===== src/rtl/symbol_string_token_scanner_core_assert.svh =====
// ----------------------------------------------------------------------------
// symbol_string_token_scanner_core_assert.svh
// assertion macros shared by the token scanner modules
// ----------------------------------------------------------------------------
`ifndef SYMBOL_STRING_TOKEN_SCANNER_CORE_ASSERT_SVH
`define SYMBOL_STRING_TOKEN_SCANNER_CORE_ASSERT_SVH

// same-cycle implication, ignored while in reset
`define SSTSCAN_ASSERT_NOW(lbl, clk, rst_n, ante, cons, msg) \
    lbl: assert property (@(posedge clk) disable iff (!rst_n) (ante) |-> (cons)) \
        else $error(msg);

// next-cycle implication, ignored while in reset
`define SSTSCAN_ASSERT_NEXT(lbl, clk, rst_n, ante, cons, msg) \
    lbl: assert property (@(posedge clk) disable iff (!rst_n) (ante) |=> (cons)) \
        else $error(msg);

`endif


===== src/rtl/sstscan_pkg.sv =====
// ----------------------------------------------------------------------------
// sstscan_pkg
// shared types and constants of the symbol/string token scanner
// ----------------------------------------------------------------------------
`default_nettype none

package sstscan_pkg;

    // field widths of the token record
    localparam int KIND_W = 3;
    localparam int FIELD_W = 16;

    // pair queue depth between front and back, power of two
    localparam int Q_DEPTH = 4;

    // token kinds
    localparam logic [KIND_W-1:0] KIND_END     = 3'd0;
    localparam logic [KIND_W-1:0] KIND_CALL    = 3'd1;
    localparam logic [KIND_W-1:0] KIND_LITERAL = 3'd2;
    localparam logic [KIND_W-1:0] KIND_SYMBOL  = 3'd3;
    localparam logic [KIND_W-1:0] KIND_NUMBER  = 3'd4;
    localparam logic [KIND_W-1:0] KIND_ERROR   = 3'd5;

    // one token record
    typedef struct packed {
        logic [KIND_W-1:0]  kind;
        logic [FIELD_W-1:0] start;
        logic [FIELD_W-1:0] length;
        logic [FIELD_W-1:0] line;
        logic               last;
    } t_token;

    // all records caused by one source byte (one or two)
    typedef struct packed {
        t_token first;
        t_token second;
        logic   two;
    } t_pair;

endpackage

`default_nettype wire


===== src/rtl/sstscan_if.sv =====
// ----------------------------------------------------------------------------
// sstscan_if
// valid/ready channels for source bytes and token records
// ----------------------------------------------------------------------------
`default_nettype none

interface sstscan_byte_if;
    logic       valid;
    logic       ready;
    logic [7:0] source_byte;

    modport source (output valid, output source_byte, input ready);
    modport sink (input valid, input source_byte, output ready);
endinterface

interface sstscan_token_if;
    import sstscan_pkg::*;

    logic               valid;
    logic               ready;
    logic [KIND_W-1:0]  token_kind;
    logic [FIELD_W-1:0] token_start;
    logic [FIELD_W-1:0] token_length;
    logic [FIELD_W-1:0] token_line;
    logic               last_of_run;

    modport source (output valid, output token_kind, output token_start,
                    output token_length, output token_line, output last_of_run,
                    input ready);
    modport sink (input valid, input token_kind, input token_start,
                  input token_length, input token_line, input last_of_run,
                  output ready);
endinterface

`default_nettype wire


===== src/rtl/sstscan_front.sv =====
// ----------------------------------------------------------------------------
// sstscan_front
// takes one source byte per cycle while the queue is not full, runs the
// scanner state and builds the token records that the byte finishes
// ----------------------------------------------------------------------------
`default_nettype none

module sstscan_front #(
    parameter int POSITION_BITS = 16
) (
    input  logic                i_clk,
    input  logic                i_rst_n,
    sstscan_byte_if.sink        i_src,
    input  logic                i_full,
    output logic                o_push,
    output sstscan_pkg::t_pair  o_pair
);
    import sstscan_pkg::*;

    // characters
    localparam logic [7:0] CH_NUL    = 8'h00;
    localparam logic [7:0] CH_TAB    = 8'h09;
    localparam logic [7:0] CH_NL     = 8'h0A;
    localparam logic [7:0] CH_CR     = 8'h0D;
    localparam logic [7:0] CH_SPACE  = 8'h20;
    localparam logic [7:0] CH_BANG   = 8'h21;
    localparam logic [7:0] CH_DQUOTE = 8'h22;
    localparam logic [7:0] CH_SQUOTE = 8'h27;
    localparam logic [7:0] CH_STAR   = 8'h2A;
    localparam logic [7:0] CH_PLUS   = 8'h2B;
    localparam logic [7:0] CH_MINUS  = 8'h2D;
    localparam logic [7:0] CH_SLASH  = 8'h2F;
    localparam logic [7:0] CH_COLON  = 8'h3A;
    localparam logic [7:0] CH_LT     = 8'h3C;
    localparam logic [7:0] CH_EQ     = 8'h3D;
    localparam logic [7:0] CH_GT     = 8'h3E;
    localparam logic [7:0] CH_QUEST  = 8'h3F;
    localparam logic [7:0] CH_BSLASH = 8'h5C;
    localparam logic [7:0] CH_UNDER  = 8'h5F;
    localparam logic [7:0] CH_LOW_A  = 8'h61;
    localparam logic [7:0] CH_LOW_F  = 8'h66;
    localparam logic [7:0] CH_LOW_I  = 8'h69;
    localparam logic [7:0] CH_LOW_N  = 8'h6E;

    localparam logic [FIELD_W-1:0] SAT_MAX = '1;

    typedef enum logic [1:0] {
        MODE_IDLE,
        MODE_SYMBOL,
        MODE_LITERAL
    } t_mode;

    // number prefix recognizer: sign, digit, inf, nan
    typedef enum logic [2:0] {
        PFX_START,
        PFX_SIGN,
        PFX_I,
        PFX_IN,
        PFX_N,
        PFX_NA,
        PFX_NUMBER,
        PFX_SYMBOL
    } t_pfx;

    function automatic logic is_sym(input logic [7:0] c);
        logic alpha;
        logic digit;
        alpha = (c >= 8'h61 && c <= 8'h7A) || (c >= 8'h41 && c <= 8'h5A);
        digit = (c >= 8'h30 && c <= 8'h39);
        return alpha || digit || c == CH_MINUS || c == CH_QUEST || c == CH_LT ||
               c == CH_EQ || c == CH_UNDER || c == CH_GT || c == CH_PLUS ||
               c == CH_BANG || c == CH_STAR || c == CH_BSLASH || c == CH_SLASH;
    endfunction

    function automatic t_pfx pfx_next(input t_pfx s, input logic [7:0] c);
        logic [7:0] lc;
        logic       digit;
        t_pfx       first;
        lc = (c >= 8'h41 && c <= 8'h5A) ? c + 8'd32 : c;
        digit = (c >= 8'h30 && c <= 8'h39);
        // first character after an optional sign
        if (digit) begin
            first = PFX_NUMBER;
        end else if (lc == CH_LOW_I) begin
            first = PFX_I;
        end else if (lc == CH_LOW_N) begin
            first = PFX_N;
        end else begin
            first = PFX_SYMBOL;
        end
        unique case (s)
            PFX_START:  return (c == CH_PLUS || c == CH_MINUS) ? PFX_SIGN : first;
            PFX_SIGN:   return first;
            PFX_I:      return (lc == CH_LOW_N) ? PFX_IN : PFX_SYMBOL;
            PFX_IN:     return (lc == CH_LOW_F) ? PFX_NUMBER : PFX_SYMBOL;
            PFX_N:      return (lc == CH_LOW_A) ? PFX_NA : PFX_SYMBOL;
            PFX_NA:     return (lc == CH_LOW_N) ? PFX_NUMBER : PFX_SYMBOL;
            PFX_NUMBER: return PFX_NUMBER;
            PFX_SYMBOL: return PFX_SYMBOL;
            default:    return PFX_SYMBOL;
        endcase
    endfunction

    function automatic t_token mk_tok(input logic [KIND_W-1:0] k,
                                      input logic [FIELD_W-1:0] s,
                                      input logic [FIELD_W-1:0] l,
                                      input logic [FIELD_W-1:0] ln);
        t_token t;
        t.kind   = k;
        t.start  = s;
        t.length = l;
        t.line   = ln;
        t.last   = 1'b0;
        return t;
    endfunction

    // scanner state
    t_mode                    r_mode, n_mode;
    logic                     r_dbl, n_dbl;
    logic                     r_esc, n_esc;
    logic [POSITION_BITS-1:0] r_pos, n_pos;
    logic [POSITION_BITS-1:0] r_origin, n_origin;
    logic [FIELD_W-1:0]       r_line, n_line;
    t_pfx                     r_pfx, n_pfx;
    logic [FIELD_W-1:0]       r_run, n_run;

    logic                          w_acc;
    logic [7:0]                    w_b;
    logic [POSITION_BITS+15:0]     w_pos_ext;
    logic [POSITION_BITS+15:0]     w_org_ext;
    logic [FIELD_W-1:0]            w_start, w_origin;
    logic [FIELD_W-1:0]            w_line_inc, w_run_inc;
    logic [7:0]                    w_quote;
    logic                          w_sym;
    logic                          w_idle_run;
    logic                          w_emit_i;
    t_token                        w_rec0, w_rec1, w_rec_i;
    logic [1:0]                    w_cnt;

    assign i_src.ready = !i_full;
    assign w_acc = i_src.valid && !i_full;
    assign w_b = i_src.source_byte;

    // positions cut or zero-extended to the record width
    assign w_pos_ext = {16'd0, r_pos};
    assign w_org_ext = {16'd0, r_origin};
    assign w_start = w_pos_ext[FIELD_W-1:0];
    assign w_origin = w_org_ext[FIELD_W-1:0];

    assign w_line_inc = (r_line != SAT_MAX) ? r_line + 16'd1 : r_line;
    assign w_run_inc = (r_run != SAT_MAX) ? r_run + 16'd1 : r_run;
    assign w_quote = r_dbl ? CH_DQUOTE : CH_SQUOTE;
    assign w_sym = is_sym(w_b);

    // next state and records for the byte on the input
    always_comb begin
        n_mode = r_mode;
        n_dbl = r_dbl;
        n_esc = r_esc;
        n_pos = r_pos + POSITION_BITS'(1);
        n_origin = r_origin;
        n_line = r_line;
        n_pfx = r_pfx;
        n_run = r_run;
        w_rec0 = '0;
        w_rec1 = '0;
        w_rec_i = '0;
        w_emit_i = 1'b0;
        w_cnt = 2'd0;
        w_idle_run = 1'b1;

        // open token
        unique case (r_mode)
            MODE_SYMBOL: begin
                if (w_sym) begin
                    n_pfx = pfx_next(r_pfx, w_b);
                    n_run = w_run_inc;
                    w_idle_run = 1'b0;
                end else begin
                    w_rec0 = mk_tok((r_pfx == PFX_NUMBER) ? KIND_NUMBER : KIND_SYMBOL,
                                    w_origin, r_run, r_line);
                    w_cnt = 2'd1;
                    n_mode = MODE_IDLE;
                end
            end
            MODE_LITERAL: begin
                if (w_b == CH_NUL) begin
                    // unterminated literal ends before the terminator
                    w_rec0 = mk_tok(KIND_LITERAL, w_origin, r_run, r_line);
                    w_cnt = 2'd1;
                    n_mode = MODE_IDLE;
                end else begin
                    w_idle_run = 1'b0;
                    n_run = w_run_inc;
                    if (r_esc && w_b == w_quote) begin
                        n_esc = 1'b0;
                    end else if (w_b == w_quote) begin
                        w_rec0 = mk_tok(KIND_LITERAL, w_origin, w_run_inc, r_line);
                        w_cnt = 2'd1;
                        n_mode = MODE_IDLE;
                        n_esc = 1'b0;
                    end else begin
                        if (w_b == CH_NL) begin
                            n_line = w_line_inc;
                        end
                        n_esc = (w_b == CH_BSLASH);
                    end
                end
            end
            MODE_IDLE: ;
            default: ;
        endcase

        // byte handled as between tokens
        if (w_idle_run) begin
            priority if (w_b == CH_NUL) begin
                w_rec_i = mk_tok(KIND_END, w_start, '0, r_line);
                w_emit_i = 1'b1;
                n_pos = '0;
                n_origin = '0;
                n_line = 16'd1;
                n_mode = MODE_IDLE;
                n_esc = 1'b0;
                n_dbl = 1'b0;
                n_pfx = PFX_START;
                n_run = '0;
            end else if (w_b == CH_NL) begin
                n_line = w_line_inc;
            end else if (w_b == CH_SPACE || w_b == CH_TAB || w_b == CH_CR) begin
                n_line = r_line;
            end else if (w_b == CH_COLON) begin
                w_rec_i = mk_tok(KIND_CALL, w_start, 16'd1, r_line);
                w_emit_i = 1'b1;
            end else if (w_b == CH_DQUOTE || w_b == CH_SQUOTE) begin
                n_mode = MODE_LITERAL;
                n_dbl = (w_b == CH_DQUOTE);
                n_esc = 1'b0;
                n_origin = r_pos;
                n_run = 16'd1;
            end else if (w_sym) begin
                n_mode = MODE_SYMBOL;
                n_origin = r_pos;
                n_run = 16'd1;
                n_pfx = pfx_next(PFX_START, w_b);
            end else begin
                w_rec_i = mk_tok(KIND_ERROR, w_start, 16'd1, r_line);
                w_emit_i = 1'b1;
            end

            if (w_emit_i) begin
                if (w_cnt == 2'd0) begin
                    w_rec0 = w_rec_i;
                    w_cnt = 2'd1;
                end else begin
                    w_rec1 = w_rec_i;
                    w_cnt = 2'd2;
                end
            end
        end

        // mark the final record of this byte
        if (w_cnt == 2'd2) begin
            w_rec1.last = 1'b1;
        end else begin
            w_rec0.last = 1'b1;
        end
    end

    assign o_push = w_acc && (w_cnt != 2'd0);
    assign o_pair = '{first: w_rec0, second: w_rec1, two: (w_cnt == 2'd2)};

    // state update on each accepted byte
    always_ff @(posedge i_clk) begin
        if (!i_rst_n) begin
            r_mode <= MODE_IDLE;
            r_dbl <= 1'b0;
            r_esc <= 1'b0;
            r_pos <= '0;
            r_origin <= '0;
            r_line <= 16'd1;
            r_pfx <= PFX_START;
            r_run <= '0;
        end else if (w_acc) begin
            r_mode <= n_mode;
            r_dbl <= n_dbl;
            r_esc <= n_esc;
            r_pos <= n_pos;
            r_origin <= n_origin;
            r_line <= n_line;
            r_pfx <= n_pfx;
            r_run <= n_run;
        end
    end

endmodule

`default_nettype wire


===== src/rtl/sstscan_queue.sv =====
// ----------------------------------------------------------------------------
// sstscan_queue
// short first-word-fall-through queue of record pairs between front and back
// ----------------------------------------------------------------------------
`default_nettype none
`include "symbol_string_token_scanner_core_assert.svh"

module sstscan_queue (
    input  logic                i_clk,
    input  logic                i_rst_n,
    input  logic                i_push,
    input  sstscan_pkg::t_pair  i_data,
    input  logic                i_pop,
    output logic                o_full,
    output logic                o_empty,
    output sstscan_pkg::t_pair  o_data
);
    import sstscan_pkg::*;

    localparam int PTR_W = $clog2(Q_DEPTH);
    localparam int CNT_W = $clog2(Q_DEPTH + 1);

    t_pair             r_mem [Q_DEPTH];
    logic [PTR_W-1:0]  r_wr, r_rd;
    logic [CNT_W-1:0]  r_cnt;
    logic              w_push, w_pop;

    assign o_full = (r_cnt == CNT_W'(Q_DEPTH));
    assign o_empty = (r_cnt == '0);
    assign o_data = r_mem[r_rd];
    assign w_push = i_push && !o_full;
    assign w_pop = i_pop && !o_empty;

    // storage, no reset needed
    always_ff @(posedge i_clk) begin
        if (w_push) begin
            r_mem[r_wr] <= i_data;
        end
    end

    // pointers and fill count
    always_ff @(posedge i_clk) begin
        if (!i_rst_n) begin
            r_wr <= '0;
            r_rd <= '0;
            r_cnt <= '0;
        end else begin
            if (w_push) begin
                r_wr <= r_wr + PTR_W'(1);
            end
            if (w_pop) begin
                r_rd <= r_rd + PTR_W'(1);
            end
            if (w_push && !w_pop) begin
                r_cnt <= r_cnt + CNT_W'(1);
            end else if (w_pop && !w_push) begin
                r_cnt <= r_cnt - CNT_W'(1);
            end
        end
    end

    `SSTSCAN_ASSERT_NOW(a_no_push_full, i_clk, i_rst_n, i_push, !o_full, "push into full queue")
    `SSTSCAN_ASSERT_NOW(a_cnt_bound, i_clk, i_rst_n, 1'b1, r_cnt <= CNT_W'(Q_DEPTH), "count overflow")
    `SSTSCAN_ASSERT_NEXT(a_pop_drains, i_clk, i_rst_n, w_pop && !w_push, r_cnt == $past(r_cnt) - CNT_W'(1), "pop did not drain")

endmodule

`default_nettype wire


===== src/rtl/sstscan_back.sv =====
// ----------------------------------------------------------------------------
// sstscan_back
// splits record pairs into single token items behind an output register
// ----------------------------------------------------------------------------
`default_nettype none
`include "symbol_string_token_scanner_core_assert.svh"

module sstscan_back (
    input  logic                i_clk,
    input  logic                i_rst_n,
    input  logic                i_empty,
    input  sstscan_pkg::t_pair  i_pair,
    output logic                o_pop,
    sstscan_token_if.source     o_tok
);
    import sstscan_pkg::*;

    t_token r_out;
    logic   r_out_vld;
    t_token r_sec;
    logic   r_sec_vld;
    logic   w_free;

    // output slot can take a new record this cycle
    assign w_free = !r_out_vld || o_tok.ready;
    assign o_pop = w_free && !r_sec_vld && !i_empty;

    assign o_tok.valid = r_out_vld;
    assign o_tok.token_kind = r_out.kind;
    assign o_tok.token_start = r_out.start;
    assign o_tok.token_length = r_out.length;
    assign o_tok.token_line = r_out.line;
    assign o_tok.last_of_run = r_out.last;

    // control flags
    always_ff @(posedge i_clk) begin
        if (!i_rst_n) begin
            r_out_vld <= 1'b0;
            r_sec_vld <= 1'b0;
        end else if (w_free) begin
            if (r_sec_vld) begin
                r_out_vld <= 1'b1;
                r_sec_vld <= 1'b0;
            end else if (!i_empty) begin
                r_out_vld <= 1'b1;
                r_sec_vld <= i_pair.two;
            end else begin
                r_out_vld <= 1'b0;
            end
        end
    end

    // record payload
    always_ff @(posedge i_clk) begin
        if (w_free) begin
            if (r_sec_vld) begin
                r_out <= r_sec;
            end else if (!i_empty) begin
                r_out <= i_pair.first;
                r_sec <= i_pair.second;
            end
        end
    end

    `SSTSCAN_ASSERT_NOW(a_sec_needs_out, i_clk, i_rst_n, r_sec_vld, r_out_vld, "second record without first")
    `SSTSCAN_ASSERT_NOW(a_first_not_last, i_clk, i_rst_n, r_sec_vld, !r_out.last, "first of pair marked last")
    `SSTSCAN_ASSERT_NOW(a_open_run, i_clk, i_rst_n, r_out_vld && !r_out.last, r_sec_vld, "open run with no second record")

endmodule

`default_nettype wire


===== src/rtl/symbol_string_token_scanner_core.sv =====
// Path: a byte's records go through the pair queue into the back end's output register.
// Throughput: one source byte per cycle while the queue is not full; the back end sends one
// token item per cycle while the output is ready, the four-entry pair queue absorbing bytes
// that finish two tokens. Input ready drops only when the pair queue is full.
// Reset: synchronous, active low; scanner idle, position 0, line 1, queue and output empty.
// ----------------------------------------------------------------------------
// symbol_string_token_scanner_core
// byte-serial lexical scanner: front scanner, pair queue and output back end
// ----------------------------------------------------------------------------
`default_nettype none

module symbol_string_token_scanner_core #(
    parameter int POSITION_BITS = 16
) (
    input  logic             i_clk,
    input  logic             i_rst_n,
    sstscan_byte_if.sink     i_src,
    sstscan_token_if.source  o_tok
);
    import sstscan_pkg::*;

    logic  w_push;
    logic  w_pop;
    logic  w_full;
    logic  w_empty;
    t_pair w_push_pair;
    t_pair w_head_pair;

    // scanner front end
    sstscan_front #(
        .POSITION_BITS(POSITION_BITS)
    ) u_front (
        .i_clk   (i_clk),
        .i_rst_n (i_rst_n),
        .i_src   (i_src),
        .i_full  (w_full),
        .o_push  (w_push),
        .o_pair  (w_push_pair)
    );

    // pair queue
    sstscan_queue u_queue (
        .i_clk   (i_clk),
        .i_rst_n (i_rst_n),
        .i_push  (w_push),
        .i_data  (w_push_pair),
        .i_pop   (w_pop),
        .o_full  (w_full),
        .o_empty (w_empty),
        .o_data  (w_head_pair)
    );

    // output back end
    sstscan_back u_back (
        .i_clk   (i_clk),
        .i_rst_n (i_rst_n),
        .i_empty (w_empty),
        .i_pair  (w_head_pair),
        .o_pop   (w_pop),
        .o_tok   (o_tok)
    );

endmodule

`default_nettype wire

===== src/flat_wrapper.sv =====
// flat-port wrapper written by rule: the top's interface ports become plain ports
module symbol_string_token_scanner_core_flat import sstscan_pkg::*;
#(
    parameter int POSITION_BITS = 16
)
  (i_clk, i_rst_n, i_src_valid, i_src_source_byte, i_src_ready, o_tok_valid, o_tok_token_kind, o_tok_token_start, o_tok_token_length, o_tok_token_line, o_tok_last_of_run, o_tok_ready);
  sstscan_byte_if i_src_i ();
  sstscan_token_if o_tok_i ();
  input  logic i_clk;
  input  logic i_rst_n;
  input wire logic [$bits(i_src_i.valid)-1:0] i_src_valid;
  input wire logic [$bits(i_src_i.source_byte)-1:0] i_src_source_byte;
  output wire logic [$bits(i_src_i.ready)-1:0] i_src_ready;
  output wire logic [$bits(o_tok_i.valid)-1:0] o_tok_valid;
  output wire logic [$bits(o_tok_i.token_kind)-1:0] o_tok_token_kind;
  output wire logic [$bits(o_tok_i.token_start)-1:0] o_tok_token_start;
  output wire logic [$bits(o_tok_i.token_length)-1:0] o_tok_token_length;
  output wire logic [$bits(o_tok_i.token_line)-1:0] o_tok_token_line;
  output wire logic [$bits(o_tok_i.last_of_run)-1:0] o_tok_last_of_run;
  input wire logic [$bits(o_tok_i.ready)-1:0] o_tok_ready;
  assign i_src_i.valid = i_src_valid;
  assign i_src_i.source_byte = i_src_source_byte;
  assign i_src_ready = i_src_i.ready;
  assign o_tok_valid = o_tok_i.valid;
  assign o_tok_token_kind = o_tok_i.token_kind;
  assign o_tok_token_start = o_tok_i.token_start;
  assign o_tok_token_length = o_tok_i.token_length;
  assign o_tok_token_line = o_tok_i.token_line;
  assign o_tok_last_of_run = o_tok_i.last_of_run;
  assign o_tok_i.ready = o_tok_ready;
  symbol_string_token_scanner_core #(.POSITION_BITS(POSITION_BITS)) u_core (.i_clk(i_clk), .i_rst_n(i_rst_n), .i_src(i_src_i), .o_tok(o_tok_i));
endmodule

===== config.mk =====
export PLATFORM = sky130hd
export DESIGN_NAME = symbol_string_token_scanner_core_flat
export DESIGN_NICKNAME = d
export VERILOG_FILES = /design/src/rtl/sstscan_pkg.sv /design/src/rtl/sstscan_if.sv /design/src/rtl/sstscan_front.sv /design/src/rtl/sstscan_queue.sv /design/src/rtl/sstscan_back.sv /design/src/rtl/symbol_string_token_scanner_core.sv /design/src/flat_wrapper.sv
export VERILOG_INCLUDE_DIRS = /design/src /design/src/rtl
export SDC_FILE = /design/constraint.sdc
export NUM_CORES = 1
export LEC_CHECK = 0
export BUFFER_PORTS_ARGS = -buffer_cell sky130_fd_sc_hd__buf_2
export CORE_MARGIN = 8
export CORE_UTILIZATION = 67
export CTS_CLUSTER_SIZE = 14
export DETAILED_ROUTE_END_ITERATION = 10
export PLACE_DENSITY = 0.95
export SETUP_SLACK_MARGIN = 0.3
export SLEW_MARGIN = 20
export SYNTH_ARGS = -nofsm -noshare
export SYNTH_HDL_FRONTEND = slang
export SYNTH_SLANG_ARGS = --single-unit

===== constraint.sdc =====
create_clock -name i_clk -period 16.9 [get_ports i_clk]
set_clock_uncertainty 0.2 [all_clocks]
set_input_delay 3.38 -clock i_clk [delete_from_list [all_inputs] [get_ports i_clk]]
set_output_delay 3.38 -clock i_clk [all_outputs]
set_load 0.05 [all_outputs]

# Yosys cells after proc, flatten, opt, wreduce, memory -nomap -nowiden
# Memory sizes are Yosys's and may differ from the RTL's. A register that Yosys moved wholly into a read port is not among the register bits.
# Cells that the tools add are included.
# W data, S select, Z words.
# op_classes
n_lt_le_gt_ge	6
n_reduce_logical	49
addsub	8
muxes	125
bitwise	2
eq_ne	41
# ops
op	count
$mux W52	15
$mux W16	28
$mux W51	3
$eq A8 B6 Y1 const B	13
$pmux W52 S2	1
$mux W3	17
$add A16 B1 Y16 const B	3
$eq A8 B7 Y1 const B	6
$mux W1	37
$mux W2	18
$ne A16 B16 Y1 const B	2
$pmux W16 S2	1
$eq A8 B4 Y1 const B	3
$pmux W3 S8	1
$logic_or A1 B1 Y1	18
$ge A8 B7 Y1 const B	2
$le A8 B7 Y1 const B	2
$eq A3 B3 Y1 const B	5
$logic_and A1 B1 Y1	12
$reduce_and A6 Y1	2
$add A8 B6 Y8 const B	1
$eq A8 B6 Y1	1
$ge A8 B6 Y1 const B	1
$le A8 B6 Y1 const B	1
22 further kinds	38
# word_totals
inputBits	12
memories	1
elab_cells	255
ram_bits	420
regBits	184
out_inout_bits	54
# memory_table
memory	words	word_bits	rd	rd_clocked_by_memory_dff	write_ports	line_no	text
u_core.u_queue.r_mem	4	105	1	1	1	sstscan_queue.sv:23	t_pair r_mem [Q_DEPTH];

# Logic depth before layout (Yosys ltp)
# logic_depth
depth_word	31
ltp_mapped	18
ltp_nobuf	15

# Hierarchy
# Synthesis repeated with hierarchy kept, for this count alone.
# unflattened
hier_cells	1566
hier_area_um2	25159.1
# by_module_without_submodules
module	area_per_inst_um2	cells_per_inst	instances	seq_area_each_um2
sstscan_queue	15628.7	597	1	12792.3
sstscan_front	5666.7	795	1	1421.4
sstscan_back	3863.7	174	1	3163.0

# Least setup slack after synthesis
# OpenSTA, ideal clock, no wires.
# synth_timing
kind	input-to-reg
startpoint	in i_src_source_byte[6]
endpoint	mem u_core.u_queue.r_mem[0][100] (netlist bit) (enable)
setup_ns	0.455
arrival_time_ns	8.013
slack_ns	8.231
path_buffers	4
stages	13
t_required_ns	16.245
cell_sequence	buf_2 or4b_4 buf_6 or3b_4 nor3_2 o21ai_2 a21oi_4 buf_6 buf_2 ha_1 nor3_1 a211oi_4 and2_1
# synth_via
elab_chain_len	29
elab_cells_between_ends	69
classes_between	order compare: 6; eq/ne: 19; mux: 19; reduce/logical: 25
# synth_rtl
item	line_no	text
start: declaration	flat_wrapper.sv:12	input wire logic [$bits(i_src_i.source_byte)-1:0] i_src_source_byte;
$ge A8 B7 Y1 / $le A8 B7 Y1 (equally long branches)	sstscan_front.sv:68	alpha = (c >= 8'h61 && c <= 8'h7A) || (c >= 8'h41 && c <= 8'h5A);
$logic_and A1 B1 Y1	sstscan_front.sv:68	
$logic_or A1 B1 Y1	sstscan_front.sv:68	
$logic_or A1 B1 Y1 (5 in series)	sstscan_front.sv:70	return alpha || digit || c == CH_MINUS || c == CH_QUEST || c == CH_LT ||
$logic_or A1 B1 Y1 (4 in series)	sstscan_front.sv:71	c == CH_EQ || c == CH_UNDER || c == CH_GT || c == CH_PLUS ||
$logic_or A1 B1 Y1 (3 in series)	sstscan_front.sv:72	c == CH_BANG || c == CH_STAR || c == CH_BSLASH || c == CH_SLASH;
$mux W1	sstscan_front.sv:175, sstscan_front.sv:240	
$mux W1	sstscan_front.sv:234	end else if (w_b == CH_DQUOTE || w_b == CH_SQUOTE) begin
[... 5 more ...]	-	
$mux W2	sstscan_front.sv:250	if (w_emit_i) begin
$mux W2 *	sstscan_front.sv:215	if (w_idle_run) begin
$reduce_bool A2 Y1 *	sstscan_front.sv:269	assign o_push = w_acc && (w_cnt != 2'd0);
$logic_and A1 B1 Y1 *	sstscan_front.sv:269	
$logic_and A1 B1 Y1 *	sstscan_queue.sv:31	assign w_push = i_push && !o_full;
net u_core.u_queue.w_push	sstscan_queue.sv:26	logic w_push, w_pop;
$mux W1 *	sstscan_queue.sv:36	if (w_push) begin
$mux W1 (not written as such) *	sstscan_queue.sv:37	r_mem[r_wr] <= i_data;
end: declaration	sstscan_queue.sv:23	
# Mark *: on every way through the listed nets, which the timed path passes. The rest lies on a longest branch. The select of a mux whose other input is x is not followed.

# Final worst setup path
# layout_timing
startpoint	in i_src_source_byte[3]
endpoint	mem u_core.u_queue.r_mem[1][10] (netlist bit) (enable)
# Same word-level chain as after synthesis.

==> results.txt <==
For this run, design rule violations remaining after detail routing come to 0. The areal power density over the cells is 157 nW/um^2. The number of buffers inserted by post-CTS setup repair came out at 0. The power share of the clock group came out at 29.3%. The flow ran to the end, and the final reports show no timing, DRC or antenna violations. The area taken by flip-flops and latches came out at 14700 sq um. The iteration count of the initial detailed-routing pass is 6. The critical register-to-register path startpoint is u_core.u_front.r_mode[0]. The maximum ir drop on the vdd rail is 105 uV. The share of layout cells above drive strength 1 is 20.1%. The capture point of the worst reg-to-reg path is u_core.u_queue.r_mem[1][10]. The area enclosed by the die boundary is 38600 sq um. In this run, flip-flops and latches consume 46.6% of the power. The mean cell area of the mapped netlist is 15.1 sq um. The portion of total power attributed to combinational logic came out at 24.1%. The tightest min-delay check is of the flop to flop type. The die is 197 microns tall.

The shortest period the worst path allows is 8.11 ns. The reported net switching power is 1.19 mW. The overall global routing resource usage came out at 28.6%. The reg2reg setup slack came out at 12.02 ns. By area the synthesized netlist is led by edfxtp_1, mux4_2, dfxtp_1, mux2_2, nand2_1.

The H-tree depth is 2. The total number of clock tree sinks is 517. The number of diodes added for antenna fixing came out at 0. The filler cells instantiated in the layout total 1673. The number of nets in the layout came out at 1517. Static timing analysis puts the maximum clock frequency at 0.123 GHz. In this run, distinct cell masters in the synthesized netlist total 92. The placement-stage worst setup slack came out at 8.44 ns. The summed instance area of the synthesized netlist came out at 21800 sq um.

From synthesis to final layout, the design area changed by 10.1%. The number of buffers inserted for hold repair after clock tree synthesis is 0. At the pin with the least slew margin, the transition time is 1.20 ns.

The worst setup path is launched from an input port. The net count of the mapped netlist came out at 1475. Of the available clock period, the critical path in the final layout requires 48.0%. TritonCTS built the clock tree. At the worst endpoint, the required time is 16.87 ns.

During I/O placement, the number of pins put on the boundary was 66. The overall power consumption is 3.77 mW. The final total negative setup slack is 0 ns. The number of DRC markers after the initial detailed-route iteration came out at 2190. The worst setup path is captured at a flop. The worst reg2reg path depth is 8. The synthesized design spends more area on one cell type than any other, namely edfxtp_1. The number of register bits inferred by synthesis is 517. Measured against its own limit, the worst slew margin works out to 19.0%. The number of flops mapped to enable cells by yosys is 435. The die extent in x came out at 197 microns. The end-of-flow core utilization is 74.4%. The first-pass GRT wire length came out at 84700 microns.

The clock input transition at the sequential cells of the worst setup and hold paths came out at 0.07 ns. The maximum clock path buffer count came out at 3. The largest net degree at the start of global routing came out at 63. Summed over all layers, the global routing overflow is 0.

The path type of the worst setup path is input port to flop. The area of the placeable core is 32300 sq um. At the later pin of the worst-skew pair, clock insertion delay measures 0.56 ns. The total number of vias came out at 14200.

The max-slew violation count is 0. The number of violations of the max-capacitance limit came out at 0. Counting the buffers created by CTS gives 49. The source of the critical timing path is i_src_source_byte[3]. The most critical setup path has its endpoint at u_core.u_queue.r_mem[1][10]. The top fanout value on the critical path is 61. The final number of hold-violating endpoints came out at 0. The vias per cell came out at 7.19.

The number of setup violations in the final report came out at 0. The most used flip-flop cell after synthesis is edfxtp_1. The top cell types in the final layout, fill and taps aside, are edfxtp_1, nand2_1, mux4_2.

Port buffering added 65 buffers. The effective utilization at floorplan is 67.6%. The most frequent standard cell in the layout excluding fill and tap cells is edfxtp_1. The remaining antenna violation count came out at 0. The multi-input logic area came out at 6690 sq um.

The internal power consumption is 2.58 mW. The count of cells resized by post-cts repair is 0. The number of placement rows is 66. Setup repair after global routing left no endpoint under its margin. In the final routed layout, each cell accounts on average for 28.3 microns. The fraction of power spent switching nets came out at 31.6%. Summed over its instances, the top area cell type makes up 59.8% of the synthesized netlist area. The synthesized instance count came out at 1448.

The congestion estimate from routability-driven global placement came to 0.914. Setup slack closes at 8.79 ns. The post-detailed-placement half-perimeter wirelength came out at 30000 microns. The share of synthesized registers carrying an async set or reset is 0%.

The cell at the root of the clock tree is clkbuf_16. The portion of the post-synthesis area used by sequential elements is 67.4%. The total leakage power came out at 8.03 nW.

The post-route worst hold slack is 0.278 ns. The wire length reported by the detailed router is 55800 microns. The initial antenna violation count came out at 0. The number of warnings printed during yosys synthesis is 0. The number of global-route vias before repair is 14000. The data arrival time of the worst path came out at 8.08 ns.
stage by stage:
stage / cells / area (sq um)
6_report: 1972 / 24000
4_1_cts: 1972 / 24000
2_1_floorplan: 1448 / 21800
5_1_grt: 1972 / 24000
3_3_place_gp: 1881 / 22400
3_5_place_dp: 1881 / 22400
flip-flops by register name (all words and copies together) (netlist names), 2 cells and up, named ones only:
name	flops
u_core.u_back.o_tok.token_line	16
u_core.u_queue.r_wr	2
u_core.u_queue.r_cnt	3
u_core.u_back.o_tok.token_kind	3
u_core.u_front.r_pfx	3
u_core.u_queue.r_mem	348
u_core.u_front.r_line	16
u_core.u_queue.r_rd	2
u_core.u_back.r_sec	35
u_core.u_back.o_tok.token_length	16
u_core.u_front.r_mode	2
u_core.u_front.r_origin	16
u_core.u_front.r_pos	16
u_core.u_front.r_run	16
u_core.u_back.o_tok.token_start	16
final cells by class:
cell class,instances,share of cell area [%]
Inverter,20,0.312
Clock buffer,79,5.78
Sequential cell,517,61.2
Timing Repair Buffer,78,1.76
Clock inverter,12,0.822
Tap cell,442,2.30
Multi-Input combinational cell,824,27.8
power groups by stage:
stage	sequential [mW]	combinational, mW	clock [mW]
after global placement	1.75	0.856	0
after floorplan	1.96	0.451	0
after CTS	1.75	0.911	1.10
final	1.75	0.908	1.10
after detailed placement	1.77	0.883	0
after global routing	1.77	0.948	1.15
routing by layer:
metal  routed length, microns  GRT usage, %
met4                     2820          12.8
met5                        0             0
met2                    27400          48.2
met3                     5820          4.62
met1                    19700          36.7
worst min-delay path by stage:
| stage | from | endpoint | slack (ns) | cells past startpoint |
|---|---|---|---|---|
| CTS | u_core.u_front.r_origin[11] | u_core.u_front.r_origin[11] | 0.27 | 2 |
| global placement | u_core.u_front.r_origin[2] | u_core.u_front.r_origin[2] | 0.24 | 2 |
| detailed placement | u_core.u_front.r_origin[10] | u_core.u_front.r_origin[10] | 0.25 | 2 |
| global route | u_core.u_front.r_origin[6] | u_core.u_front.r_origin[6] | 0.28 | 2 |
| finish | u_core.u_front.r_origin[11] | u_core.u_front.r_origin[11] | 0.28 | 2 |
| floorplan | u_core.u_front.r_origin[15] | u_core.u_front.r_origin[15] | 0.23 | 2 |
logic make-up after synthesis:
kind of cell	after synthesis	synth area share [%]
AO/OA/AOI/OAI	249	7.80
XOR/XNOR	19	0.762
adder cells (fa/ha/maj)	15	0.894
buffers and inverters	107	2.15
flip-flops	517	67.4
multiplexers	133	11.3
AND/OR/NAND/NOR	408	9.75
critical path, cell delays in order:
cell and delay, ns:
buf_2 0.21, or4_1 0.70, o31ai_1 0.30, o32a_4 0.25
nand4_1 0.21, a21oi_4 0.70, ha_1 0.32, nor3_1 0.09
a211oi_4 0.47, and2_4 0.52, buf_4 0.80
cells in the mapped netlist (10+ instances only):
| cell type | instances |
|---|---|
| inv_1 | 17 |
| nor3_1 | 24 |
| and3_1 | 11 |
| edfxtp_1 | 435 |
| nand2_1 | 99 |
| nand4_1 | 18 |
| a31oi_1 | 11 |
| mux4_2 | 87 |
| and2_1 | 46 |
| buf_2 | 12 |
| buf_1 | 13 |
| a22o_1 | 16 |
| nand3_1 | 49 |
| o21ai_0 | 47 |
| a21oi_1 | 74 |
| mux2_2 | 36 |
| mux2i_1 | 10 |
| o31ai_1 | 14 |
| nor2_1 | 67 |
| clkbuf_1 | 54 |
| xor2_1 | 15 |
| nor2b_1 | 40 |
| ha_1 | 14 |
| dfxtp_1 | 82 |
(Power assumes the default switching activity.)
